==> config.mk <==
export PLATFORM = sky130hd
export DESIGN_NAME = raycast_column_texturer_core
export DESIGN_NICKNAME = d
export VERILOG_FILES = /design/src/sv/rcct_pkg.sv /design/src/sv/raycast_column_texturer_core.sv /design/src/sv/rcct_divider.sv /design/src/sv/rcct_datapath.sv /design/src/sv/rcct_ctrl.sv
export SDC_FILE = /design/constraint.sdc
export NUM_CORES = 2
export LEC_CHECK = 0
export BUFFER_PORTS_ARGS = -buffer_cell sky130_fd_sc_hd__buf_4
export CORE_MARGIN = 1.5
export CORE_UTILIZATION = 25
export DETAILED_ROUTE_END_ITERATION = 16
export PLACE_DENSITY = 0.4
export SLEW_MARGIN = 10
export SYNTH_ARGS = -nofsm -noshare
export SYNTH_HDL_FRONTEND = slang
export SYNTH_HIERARCHICAL = 1
export SYNTH_SLANG_ARGS = --single-unit
==> constraint.sdc <==
create_clock -name clk -period 7.1 [get_ports clk]
set_input_delay 1.42 -clock clk [delete_from_list [all_inputs] [get_ports clk]]
set_output_delay 1.42 -clock clk [all_outputs]
set_load 0.05 [all_outputs]
==> src/sv/rcct_pkg.sv <==
// Shared constants, codes and control structs of the raycast column texturer.
`timescale 1ns / 1ps

package rcct_pkg;

	// Field and register widths
	localparam int ROW_BITS    = 12;
	localparam int FRAC_BITS   = 16;
	localparam int CNT_W       = 13;
	localparam int H_BITS      = 12;
	localparam int COLOR_BITS  = 24;
	localparam int TEX_BITS    = 12;
	localparam int DIST_BITS   = 20;
	localparam int DIST_FRAC   = 10;
	localparam int WFRAC_BITS  = 16;
	localparam int FACE_BITS   = 2;
	localparam int KIND_BITS   = 2;
	localparam int POS_BITS    = 32;
	localparam int CFG_IDX_W   = 3;

	// Line height = (h << 10) / dist, at most H_BITS + DIST_FRAC bits
	localparam int LH_BITS       = H_BITS + DIST_FRAC;
	localparam int STEP_NUM_BITS = TEX_BITS + FRAC_BITS;
	localparam int DIV_NUM_BITS  = (LH_BITS > STEP_NUM_BITS) ? LH_BITS : STEP_NUM_BITS;
	localparam int DIV_DEN_BITS  = LH_BITS;
	localparam int DIV_CNT_BITS  = $clog2(DIV_NUM_BITS);
	localparam int OFS_BITS      = LH_BITS - 1;
	localparam int TY_BITS       = POS_BITS - FRAC_BITS;

	// Reset values of the configuration registers
	localparam logic [H_BITS-1:0]   SCREEN_HEIGHT_RST = H_BITS'(480);
	localparam logic [TEX_BITS-1:0] TEXTURE_SIZE_RST  = TEX_BITS'(64);

	// Register indexes
	localparam logic [CFG_IDX_W-1:0] REG_SCREEN_HEIGHT  = 3'd0;
	localparam logic [CFG_IDX_W-1:0] REG_CEILING_COLOR  = 3'd1;
	localparam logic [CFG_IDX_W-1:0] REG_FLOOR_COLOR    = 3'd2;
	localparam logic [CFG_IDX_W-1:0] REG_TEXTURE_WIDTH  = 3'd3;
	localparam logic [CFG_IDX_W-1:0] REG_TEXTURE_HEIGHT = 3'd4;

	// Input opcodes
	localparam logic OP_SETUP = 1'b0;
	localparam logic OP_ROW   = 1'b1;

	// Pixel kinds
	localparam logic [KIND_BITS-1:0] KIND_CEILING = 2'd0;
	localparam logic [KIND_BITS-1:0] KIND_WALL    = 2'd1;
	localparam logic [KIND_BITS-1:0] KIND_FLOOR   = 2'd2;

	// Divider operand select
	typedef enum logic {
		DIV_SEL_LH   = 1'b0,
		DIV_SEL_STEP = 1'b1
	} div_sel_t;

	// Controller to datapath commands
	typedef struct packed {
		logic     setup;
		logic     row_step;
		logic     div_start;
		div_sel_t div_sel;
		logic     lh_capture;
		logic     span_calc;
		logic     step_capture;
		logic     finish;
	} cmd_t;

	// Datapath to controller status
	typedef struct packed {
		logic div_done;
		logic out_hold;
	} status_t;

endpackage

==> src/sv/raycast_column_texturer_core.sv <==
// Top level of the raycast column texturer: ports, packing and controller/datapath wiring.
//
// Channel  Dir  Handshake           Contents
// s_*      in   s_tvalid/s_tready   tuser opcode; tdata distance, fraction, face
// m_*      out  m_tvalid/m_tready   tuser pixel kind; tdata row..face; tlast last row
// cfg_*    in   cfg_valid/cfg_ready register index and data, always ready
//
// Rows stream at one per cycle while results are taken.
// A column setup item runs the shared divider, which forms one quotient bit per cycle,
// first for line height, then for step.
// s_tready drops during setup and while a result waits in the output register unseen.
// arst_n resets all control and column state at once; no clearing pass follows.
`timescale 1ns / 1ps

module raycast_column_texturer_core (
	input  logic        clk,
	input  logic        arst_n,
	input  logic        s_tvalid,
	output logic        s_tready,
	input  logic [39:0] s_tdata,   // perp_distance[19:0], wall_fraction[35:20], face[37:36]
	input  logic        s_tuser,   // opcode
	output logic        m_tvalid,
	input  logic        m_tready,
	output logic [63:0] m_tdata,   // row[11:0], color[35:12], texel_column[47:36],
	                               // texel_row[59:48], texture_face[61:60]
	output logic [1:0]  m_tuser,   // pixel_kind
	output logic        m_tlast,
	input  logic        cfg_valid,
	output logic        cfg_ready,
	input  logic [2:0]  cfg_index,
	input  logic [23:0] cfg_data
);
	import rcct_pkg::*;

	cmd_t                  cmd;
	status_t               status;
	logic [11:0]           out_row;
	logic [KIND_BITS-1:0]  out_kind;
	logic [COLOR_BITS-1:0] out_color;
	logic [TEX_BITS-1:0]   out_tcol;
	logic [TEX_BITS-1:0]   out_trow;
	logic [FACE_BITS-1:0]  out_face;

	assign cfg_ready = 1'b1;

	rcct_ctrl u_ctrl (
		.clk       (clk),
		.arst_n    (arst_n),
		.in_valid  (s_tvalid),
		.in_opcode (s_tuser),
		.in_ready  (s_tready),
		.status    (status),
		.cmd       (cmd)
	);

	rcct_datapath u_dp (
		.clk              (clk),
		.arst_n           (arst_n),
		.cmd              (cmd),
		.status           (status),
		.in_distance      (s_tdata[19:0]),
		.in_fraction      (s_tdata[35:20]),
		.in_face          (s_tdata[37:36]),
		.cfg_we           (cfg_valid),
		.cfg_idx          (cfg_index),
		.cfg_value        (cfg_data),
		.out_ready        (m_tready),
		.out_valid        (m_tvalid),
		.out_row          (out_row),
		.out_kind         (out_kind),
		.out_color        (out_color),
		.out_texel_column (out_tcol),
		.out_texel_row    (out_trow),
		.out_face         (out_face),
		.out_last         (m_tlast)
	);

	// Pack result fields, lowest first
	assign m_tdata = {2'b00, out_face, out_trow, out_tcol, out_color, out_row};
	assign m_tuser = out_kind;

endmodule

==> src/sv/rcct_divider.sv <==
// Shared restoring divider, one quotient bit per cycle.
`timescale 1ns / 1ps

module rcct_divider (
	input  logic                                  clk,
	input  logic                                  arst_n,
	input  logic                                  start,
	input  logic [rcct_pkg::DIV_NUM_BITS-1:0]     numer,
	input  logic [rcct_pkg::DIV_DEN_BITS-1:0]     denom,
	output logic [rcct_pkg::DIV_NUM_BITS-1:0]     quotient,
	output logic                                  done
);
	import rcct_pkg::*;

	logic [DIV_NUM_BITS-1:0] quo_q;
	logic [DIV_DEN_BITS-1:0] rem_q;
	logic [DIV_DEN_BITS-1:0] den_q;
	logic [DIV_CNT_BITS-1:0] cnt_q;
	logic                    busy_q;
	logic                    done_q;
	logic [DIV_DEN_BITS:0]   rem_shift;
	logic [DIV_DEN_BITS:0]   rem_diff;
	logic                    fits;

	// Shift in the next numerator bit and trial-subtract
	always_comb begin
		rem_shift = {rem_q, quo_q[DIV_NUM_BITS-1]};
		rem_diff  = rem_shift - {1'b0, den_q};
		fits      = rem_shift >= {1'b0, den_q};
	end

	// Control: count iterations, pulse done after the last
	always_ff @(posedge clk or negedge arst_n) begin
		if (!arst_n) begin
			busy_q <= 1'b0;
			done_q <= 1'b0;
			cnt_q  <= '0;
		end else begin
			done_q <= 1'b0;
			if (start) begin
				busy_q <= 1'b1;
				cnt_q  <= '0;
			end else if (busy_q) begin
				cnt_q <= cnt_q + 1'b1;
				if (cnt_q == DIV_CNT_BITS'(DIV_NUM_BITS - 1)) begin
					busy_q <= 1'b0;
					done_q <= 1'b1;
				end
			end
		end
	end

	// Datapath: quotient bits replace numerator bits from the bottom
	always_ff @(posedge clk) begin
		if (start) begin
			quo_q <= numer;
			den_q <= denom;
			rem_q <= '0;
		end else if (busy_q) begin
			rem_q <= fits ? rem_diff[DIV_DEN_BITS-1:0] : rem_shift[DIV_DEN_BITS-1:0];
			quo_q <= {quo_q[DIV_NUM_BITS-2:0], fits};
		end
	end

	assign quotient = quo_q;
	assign done     = done_q;

endmodule

==> src/sv/rcct_datapath.sv <==
// Datapath: configuration, column setup arithmetic, row stepping and output register.
`timescale 1ns / 1ps

module rcct_datapath (
	input  logic                                 clk,
	input  logic                                 arst_n,
	input  rcct_pkg::cmd_t                       cmd,
	output rcct_pkg::status_t                    status,
	input  logic [rcct_pkg::DIST_BITS-1:0]       in_distance,
	input  logic [rcct_pkg::WFRAC_BITS-1:0]      in_fraction,
	input  logic [rcct_pkg::FACE_BITS-1:0]       in_face,
	input  logic                                 cfg_we,
	input  logic [rcct_pkg::CFG_IDX_W-1:0]       cfg_idx,
	input  logic [rcct_pkg::COLOR_BITS-1:0]      cfg_value,
	input  logic                                 out_ready,
	output logic                                 out_valid,
	output logic [11:0]                          out_row,
	output logic [rcct_pkg::KIND_BITS-1:0]       out_kind,
	output logic [rcct_pkg::COLOR_BITS-1:0]      out_color,
	output logic [rcct_pkg::TEX_BITS-1:0]        out_texel_column,
	output logic [rcct_pkg::TEX_BITS-1:0]        out_texel_row,
	output logic [rcct_pkg::FACE_BITS-1:0]       out_face,
	output logic                                 out_last
);
	import rcct_pkg::*;

	// Configuration registers
	logic [H_BITS-1:0]     screen_height_q;
	logic [COLOR_BITS-1:0] ceiling_color_q;
	logic [COLOR_BITS-1:0] floor_color_q;
	logic [TEX_BITS-1:0]   texture_width_q;
	logic [TEX_BITS-1:0]   texture_height_q;

	// Column state
	logic [CNT_W-1:0]      row_cnt_q;
	logic [ROW_BITS-1:0]   span_start_q;
	logic [ROW_BITS-1:0]   span_end_q;
	logic [TEX_BITS-1:0]   column_texel_q;
	logic [POS_BITS-1:0]   tex_pos_q;
	logic [POS_BITS-1:0]   tex_step_q;
	logic [FACE_BITS-1:0]  face_q;

	// Setup scratch
	logic [WFRAC_BITS-1:0] frac_q;
	logic [LH_BITS-1:0]    lh_q;
	logic [OFS_BITS-1:0]   offset_q;

	// Output register
	logic                  out_valid_q;
	logic [11:0]           out_row_q;
	logic [KIND_BITS-1:0]  out_kind_q;
	logic [COLOR_BITS-1:0] out_color_q;
	logic [TEX_BITS-1:0]   out_tcol_q;
	logic [TEX_BITS-1:0]   out_trow_q;
	logic [FACE_BITS-1:0]  out_face_q;
	logic                  out_last_q;

	// Divider
	logic [DIV_NUM_BITS-1:0] div_numer;
	logic [DIV_DEN_BITS-1:0] div_denom;
	logic [DIV_NUM_BITS-1:0] div_quo;
	logic                    div_done;

	// Setup combinational terms
	logic [LH_BITS-2:0]                 half_l;
	logic [H_BITS-2:0]                  half_h;
	logic                               half_ge;
	logic [LH_BITS-1:0]                 end_sum;
	logic [ROW_BITS-1:0]                start_val;
	logic [ROW_BITS-1:0]                end_val;
	logic [OFS_BITS+POS_BITS-1:0]       pos_prod;
	logic [POS_BITS-1:0]                pos_start;
	logic [WFRAC_BITS+TEX_BITS-1:0]     tcol_prod;

	// Row combinational terms
	logic                  produce;
	logic [KIND_BITS-1:0]  kind;
	logic [TY_BITS-1:0]    ty;
	logic [TEX_BITS-1:0]   th_m1;
	logic [TEX_BITS-1:0]   trow;
	logic [POS_BITS:0]     pos_sum;
	logic [POS_BITS-1:0]   pos_next;
	logic [CNT_W-1:0]      row_inc;

	// Pick divider operands: line height first, then texture step
	always_comb begin
		if (cmd.div_sel == DIV_SEL_STEP) begin
			div_numer = DIV_NUM_BITS'({texture_height_q, {FRAC_BITS{1'b0}}});
			div_denom = lh_q;
		end else begin
			div_numer = DIV_NUM_BITS'({screen_height_q, {DIST_FRAC{1'b0}}});
			div_denom = (in_distance == '0) ? DIV_DEN_BITS'(1) : DIV_DEN_BITS'(in_distance);
		end
	end

	rcct_divider u_div (
		.clk      (clk),
		.arst_n   (arst_n),
		.start    (cmd.div_start),
		.numer    (div_numer),
		.denom    (div_denom),
		.quotient (div_quo),
		.done     (div_done)
	);

	// Span, offset and start position terms
	always_comb begin
		half_l  = lh_q[LH_BITS-1:1];
		half_h  = screen_height_q[H_BITS-1:1];
		half_ge = half_l >= (LH_BITS-1)'(half_h);
		end_sum = LH_BITS'(half_l) + LH_BITS'(half_h);
		start_val = half_ge ? '0 : ROW_BITS'(half_h - half_l[H_BITS-2:0]);
		if (screen_height_q == '0) begin
			end_val = '0;
		end else if (end_sum >= LH_BITS'(screen_height_q)) begin
			end_val = ROW_BITS'(screen_height_q - 1'b1);
		end else begin
			end_val = ROW_BITS'(end_sum);
		end
		pos_prod  = (OFS_BITS+POS_BITS)'(offset_q) * (OFS_BITS+POS_BITS)'(tex_step_q);
		pos_start = (pos_prod[OFS_BITS+POS_BITS-1:POS_BITS] != '0) ? '1 :
		            pos_prod[POS_BITS-1:0];
		tcol_prod = (WFRAC_BITS+TEX_BITS)'(frac_q) * (WFRAC_BITS+TEX_BITS)'(texture_width_q);
	end

	// Row classification and texture row
	always_comb begin
		produce = row_cnt_q < CNT_W'(screen_height_q);
		if (row_cnt_q < CNT_W'(span_start_q)) begin
			kind = KIND_CEILING;
		end else if (row_cnt_q < CNT_W'(span_end_q)) begin
			kind = KIND_WALL;
		end else begin
			kind = KIND_FLOOR;
		end
		ty    = tex_pos_q[POS_BITS-1:FRAC_BITS];
		th_m1 = texture_height_q - 1'b1;
		if (texture_height_q == '0) begin
			trow = '0;
		end else if (ty > TY_BITS'(th_m1)) begin
			trow = th_m1;
		end else begin
			trow = ty[TEX_BITS-1:0];
		end
		pos_sum  = {1'b0, tex_pos_q} + {1'b0, tex_step_q};
		pos_next = pos_sum[POS_BITS] ? '1 : pos_sum[POS_BITS-1:0];
		row_inc  = row_cnt_q + 1'b1;
	end

	// Configuration writes
	always_ff @(posedge clk or negedge arst_n) begin
		if (!arst_n) begin
			screen_height_q  <= SCREEN_HEIGHT_RST;
			ceiling_color_q  <= '0;
			floor_color_q    <= '0;
			texture_width_q  <= TEXTURE_SIZE_RST;
			texture_height_q <= TEXTURE_SIZE_RST;
		end else if (cfg_we) begin
			unique case (cfg_idx)
				REG_SCREEN_HEIGHT:  screen_height_q  <= cfg_value[H_BITS-1:0];
				REG_CEILING_COLOR:  ceiling_color_q  <= cfg_value;
				REG_FLOOR_COLOR:    floor_color_q    <= cfg_value;
				REG_TEXTURE_WIDTH:  texture_width_q  <= cfg_value[TEX_BITS-1:0];
				REG_TEXTURE_HEIGHT: texture_height_q <= cfg_value[TEX_BITS-1:0];
				default: ;
			endcase
		end
	end

	// Column state: setup sequence and row stepping
	always_ff @(posedge clk or negedge arst_n) begin
		if (!arst_n) begin
			row_cnt_q      <= CNT_W'(SCREEN_HEIGHT_RST);
			span_start_q   <= '0;
			span_end_q     <= '0;
			column_texel_q <= '0;
			tex_pos_q      <= '0;
			tex_step_q     <= '0;
			face_q         <= '0;
		end else begin
			if (cmd.setup) begin
				face_q <= in_face;
			end
			if (cmd.span_calc) begin
				span_start_q <= start_val;
				span_end_q   <= end_val;
			end
			if (cmd.step_capture) begin
				tex_step_q <= (lh_q == '0) ? '0 : POS_BITS'(div_quo);
			end
			if (cmd.finish) begin
				tex_pos_q      <= pos_start;
				column_texel_q <= tcol_prod[WFRAC_BITS+TEX_BITS-1:WFRAC_BITS];
				row_cnt_q      <= '0;
			end
			if (cmd.row_step && produce) begin
				row_cnt_q <= row_inc;
				if (kind == KIND_WALL) begin
					tex_pos_q <= pos_next;
				end
			end
		end
	end

	// Setup scratch registers
	always_ff @(posedge clk) begin
		if (cmd.setup) begin
			frac_q <= in_fraction;
		end
		if (cmd.lh_capture) begin
			lh_q <= div_quo[LH_BITS-1:0];
		end
		if (cmd.span_calc) begin
			offset_q <= half_ge ? (half_l - (LH_BITS-1)'(half_h)) : '0;
		end
	end

	// Output valid: load on a producing row, drop when taken
	always_ff @(posedge clk or negedge arst_n) begin
		if (!arst_n) begin
			out_valid_q <= 1'b0;
		end else if (cmd.row_step && produce) begin
			out_valid_q <= 1'b1;
		end else if (out_ready) begin
			out_valid_q <= 1'b0;
		end
	end

	// Output payload
	always_ff @(posedge clk) begin
		if (cmd.row_step && produce) begin
			out_row_q  <= row_cnt_q[11:0];
			out_kind_q <= kind;
			out_last_q <= row_inc == CNT_W'(screen_height_q);
			case (kind)
				KIND_CEILING: begin
					out_color_q <= ceiling_color_q;
					out_tcol_q  <= '0;
					out_trow_q  <= '0;
					out_face_q  <= '0;
				end
				KIND_WALL: begin
					out_color_q <= '0;
					out_tcol_q  <= column_texel_q;
					out_trow_q  <= trow;
					out_face_q  <= face_q;
				end
				default: begin
					out_color_q <= floor_color_q;
					out_tcol_q  <= '0;
					out_trow_q  <= '0;
					out_face_q  <= '0;
				end
			endcase
		end
	end

	assign status.div_done = div_done;
	assign status.out_hold = out_valid_q & ~out_ready;

	assign out_valid        = out_valid_q;
	assign out_row          = out_row_q;
	assign out_kind         = out_kind_q;
	assign out_color        = out_color_q;
	assign out_texel_column = out_tcol_q;
	assign out_texel_row    = out_trow_q;
	assign out_face         = out_face_q;
	assign out_last         = out_last_q;

endmodule

==> src/sv/rcct_ctrl.sv <==
// Controller: input handshake and column setup sequence.
`timescale 1ns / 1ps

module rcct_ctrl (
	input  logic                 clk,
	input  logic                 arst_n,
	input  logic                 in_valid,
	input  logic                 in_opcode,
	output logic                 in_ready,
	input  rcct_pkg::status_t    status,
	output rcct_pkg::cmd_t       cmd
);
	import rcct_pkg::*;

	typedef enum logic [4:0] {
		ST_IDLE     = 5'b00001,
		ST_DIV_LH   = 5'b00010,
		ST_SPAN     = 5'b00100,
		ST_DIV_STEP = 5'b01000,
		ST_FINISH   = 5'b10000
	} state_t;

	state_t state_q;
	state_t state_d;
	logic   accept;

	// Decode commands and next state
	always_comb begin
		in_ready = (state_q == ST_IDLE) && !status.out_hold;
		accept   = in_valid && in_ready;
		cmd      = '0;
		state_d  = state_q;
		unique case (state_q)
			ST_IDLE: begin
				if (accept && in_opcode == OP_SETUP) begin
					cmd.setup     = 1'b1;
					cmd.div_start = 1'b1;
					cmd.div_sel   = DIV_SEL_LH;
					state_d       = ST_DIV_LH;
				end else if (accept) begin
					cmd.row_step = 1'b1;
				end
			end
			ST_DIV_LH: begin
				if (status.div_done) begin
					cmd.lh_capture = 1'b1;
					state_d        = ST_SPAN;
				end
			end
			ST_SPAN: begin
				cmd.span_calc = 1'b1;
				cmd.div_start = 1'b1;
				cmd.div_sel   = DIV_SEL_STEP;
				state_d       = ST_DIV_STEP;
			end
			ST_DIV_STEP: begin
				cmd.div_sel = DIV_SEL_STEP;
				if (status.div_done) begin
					cmd.step_capture = 1'b1;
					state_d          = ST_FINISH;
				end
			end
			ST_FINISH: begin
				cmd.finish = 1'b1;
				state_d    = ST_IDLE;
			end
			default: state_d = ST_IDLE;
		endcase
	end

	// Hold state
	always_ff @(posedge clk or negedge arst_n) begin
		if (!arst_n) begin
			state_q <= ST_IDLE;
		end else begin
			state_q <= state_d;
		end
	end

endmodule

==> results by group <==
STA
  • Final Setup Violations: 32
  • Setup TNS: -9.081 ns
  • Final worst slack: -0.3618 ns
  • Minimum clock period after layout: 7.462 ns
  • RSZ-0062 raised after global routing: yes
  • Fin crit share: 1.051
  • Fmax: 0.1340 GHz
  • Slew Limit Headroom: 0.1644
  • Final hold vios: 0
  • Final Max Tran Viols: 0
  • Clk_skew: 0.03493 ns
  • Slew of the pin with the lowest slew margin: 1.253 ns

Worst setup path
  • CP Data Required Time: 7.65 ns
  • Cell family with most CP delay: adder cells
  • Critical-path top delay cell: fa_1
  • Most frequent CP cell: fa_1
  • Worst r2r path cells: 28
  • Slowest stage delay, CP: 0.59 ns
  • Buf/Inv on CP: 9
  • CP Class: flop to flop
  • R2R Path End: u_dp/tex_pos_q[25]
  • Worst-path fanout max: 7
  • Worst reg-to-reg setup slack: -0.36 ns
  • CP startpoint: u_dp/offset_q[10]
  • Reg-to-Reg Start: u_dp/offset_q[10]
  • WP data arrival: 8.01 ns
  • Startpoint types: flop
  • CP endpoint kind: flop

Clock network
  • CTS Sinks: 404
  • Clk Latency, worst-skew pair: 0.67 ns
  • Max clock buf depth: 3
  • CTS buffer count: 52
  • CTS tree: built
  • Hold buffer count at cts: 0
  • CTS root buffer: clkbuf_16
  • Clock-pin slew on the worst setup and hold paths: 0.06 ns
  • H-Tree Depth: 2

Global routing
  • Pin count of the biggest net entering global routing: 145
  • GRT overflow: 0
  • Number of global-route vias before repair: 38.47k
  • First-pass GRT wire length: 238100 um
  • Number of antenna violations at the first check in global routing: 6
  • Total global routing track utilization: 0.1596

Route
  • Via density per instance: 4.492
  • Routed WL: 152800 um
  • Initial DRC count: 1710
  • Via count: 36.13k
  • Drt wl/cell: 19.00 um
  • Number of remaining DRC errors: 0
  • DR pass1 iterations: 6
  • ANT nets after route: 0

Synthesis
  • Mean Syn Cell Area: 9.472 um^2
  • Top-count cell post-synth: inv_1
  • Sequential fraction of the synthesis area: 0.2266
  • Yosys cell types: 93
  • Synth cell count leaders: inv_1 (852), fa_1 (637), nand2_1 (523)
  • Mapped cell area: 48040 um^2
  • Yosys top cell by area: fa_1
  • Post-synthesis cell count: 5072
  • Ys flop type: dfrtp_1
  • Number of synthesized flops with an enable pin: 174
  • Synth top area share: 0.2654
  • YS warnings: 6
  • Synthesis-stage register bit count: 404
  • Synth async-reset ratio: 0.5149
  • Synth top area cells: fa_1 (27%), edfxtp_1 (11%), dfrtp_1 (10%)

Finish
  • Fin area: 58540 um^2
  • Final Non-Filler Cells: 8043
  • Area delta synth->final: 21.85%
  • Layout cells sized above 1: 0.1974
  • Nets: 6574

Status
  • Status: complete, but fails checks
  • Violated checks: setup timing

Min path
  • Hold Crit Class: flop to flop
  • HP Start: u_dp/u_div/rem_q[2]
  • Worst hold endpoint: u_dp/u_div/rem_q[2]
  • Hold path depth: 2

Placed design
  • Area after DPL: 55020 um^2
  • Gpl congestion: 0.8212
  • Pre-CTS setup slack: -0.8905 ns
  • Number of port buffers: 137
  • Half-perimeter wire length after placement: 121900 um
  • Placed Cells: 7881

Floorplan
  • Starting Density: 0.2521
  • Die area: 194800 um^2
  • Width of the die: 441.4 um
  • Die Ht: 441.4 um
  • Row Count: 160
  • Core Region: 190600 um^2
  • Ports: 143

Run
  • Max-cap viol count: 0

Power and ir drop
  • Max VDD drop: 437.4 uV
  • PwrDens: 193.9 nW/um^2
  • Leakage power: 0.02725 uW
per-stage QoR:
| stage | utilization | total power (uW) | hold slack (ns) |
|---|---|---|---|
| detailed placement | 0.2887 | 8579 | 0.4662 |
| floorplan | - | 7088 | 0.4430 |
| finish | 0.3071 | 11350 | 0.4717 |
| global route | 0.3071 | 12400 | 0.5018 |
| global placement | 0.2887 | 8533 | 0.4620 |
| CTS | 0.3039 | 11580 | 0.4733 |
worst min-delay path: stages (launching register included):
cell and delay, ns:
dfxtp_1 0.32, nand2_1 0.05, o21ai_1 0.05
power breakdown:
group | total [uW] | internal, uW | switching, uW
combinational | 5330 | 2410 | 2930
sequential | 3150 | 2770 | 375
clock | 2870 | 1690 | 1180
flip-flops by register name, summed over array words and instances (netlist names), 22 cells and up:
register and count:
u_dp/lh_q 22, u_dp/floor_color_q 24, u_dp/u_div/den_q 22, u_dp/tex_step_q 28, u_dp/ceiling_color_q 24, u_dp/tex_pos_q 32
u_dp/out_color 24, u_dp/u_div/quotient 28, u_dp/u_div/rem_q 22
how the worst max path moves through the flow:
stage                    endpoint  cells after the start
6_report       u_dp/tex_pos_q[25]                     28
5_1_grt        u_dp/tex_pos_q[24]                     26
4_1_cts        u_dp/tex_pos_q[24]                     28
3_5_place_dp   u_dp/tex_pos_q[24]                     24
3_3_place_gp   u_dp/tex_pos_q[24]                     28
2_1_floorplan   u_dp/tex_pos_q[3]                     26
layout make-up:
class / count / area, um^2
multi-input cells: 3557 / 34070
clock inverters: 26 / 394.1
fillers: 20149 / 132000
well taps: 2511 / 3142
inverters: 852 / 3199
flip-flops and latches: 404 / 10900
repair buffers: 620 / 5428
diodes: 1 / 2.502
clock buffers: 72 / 1406
cells by family (layout without fill, tap and decap cells):
| logic type | Yosys count | after routing | synth area share |
|---|---|---|---|
| flops | 404 | 404 | 0.2266 |
| other cells | 3 | 14 | 0.0002344 |
| simple gates | 1526 | 1526 | 0.1604 |
| buf+inv | 1121 | 1570 | 0.08881 |
| xor+xnor | 150 | 150 | 0.02735 |
| compound gates | 694 | 694 | 0.09624 |
| fa+ha+maj | 1014 | 1014 | 0.3636 |
| mux | 160 | 160 | 0.03680 |
cells in the final DEF, fill, tap and decap left out, drive strengths merged, types with 30 or more instances in the layout:
cell,instances
a21o,68
xnor2,96
ha,377
nand4,47
nor2,188
a31oi,30
mux2,130
mux2i,30
and3,57
o22ai,45
nor3,70
a21oi,153
xor2,54
and2,466
dfrtp,197
o21a,32
a211oi,40
nand2,523
inv,856
nand3,45
fa,637
buf,620
o21ai,159
edfxtp,174
clkbuf,72
what timing repair did:
action / 4_1_cts / 5_1_grt
gates resized for setup: 163 / 97
cloned: 2 / 0
endpoints found under the hold margin: 0 / 0
pin swaps: 62 / 106
setup buffers: 35 / 27
setup endpoints to repair: 32 / 32
metal layers:
layer / global-route usage / wire length [um] / share of wire
met2: 0.2607 / 71370 / 0.47
met3: 0.01899 / 5708 / 0.037
met5: 0 / 17 / 0.00011
met1: 0.2221 / 71340 / 0.47
met4: 0.04303 / 4366 / 0.029
No activity file was read; power rests on OpenSTA's default activity.
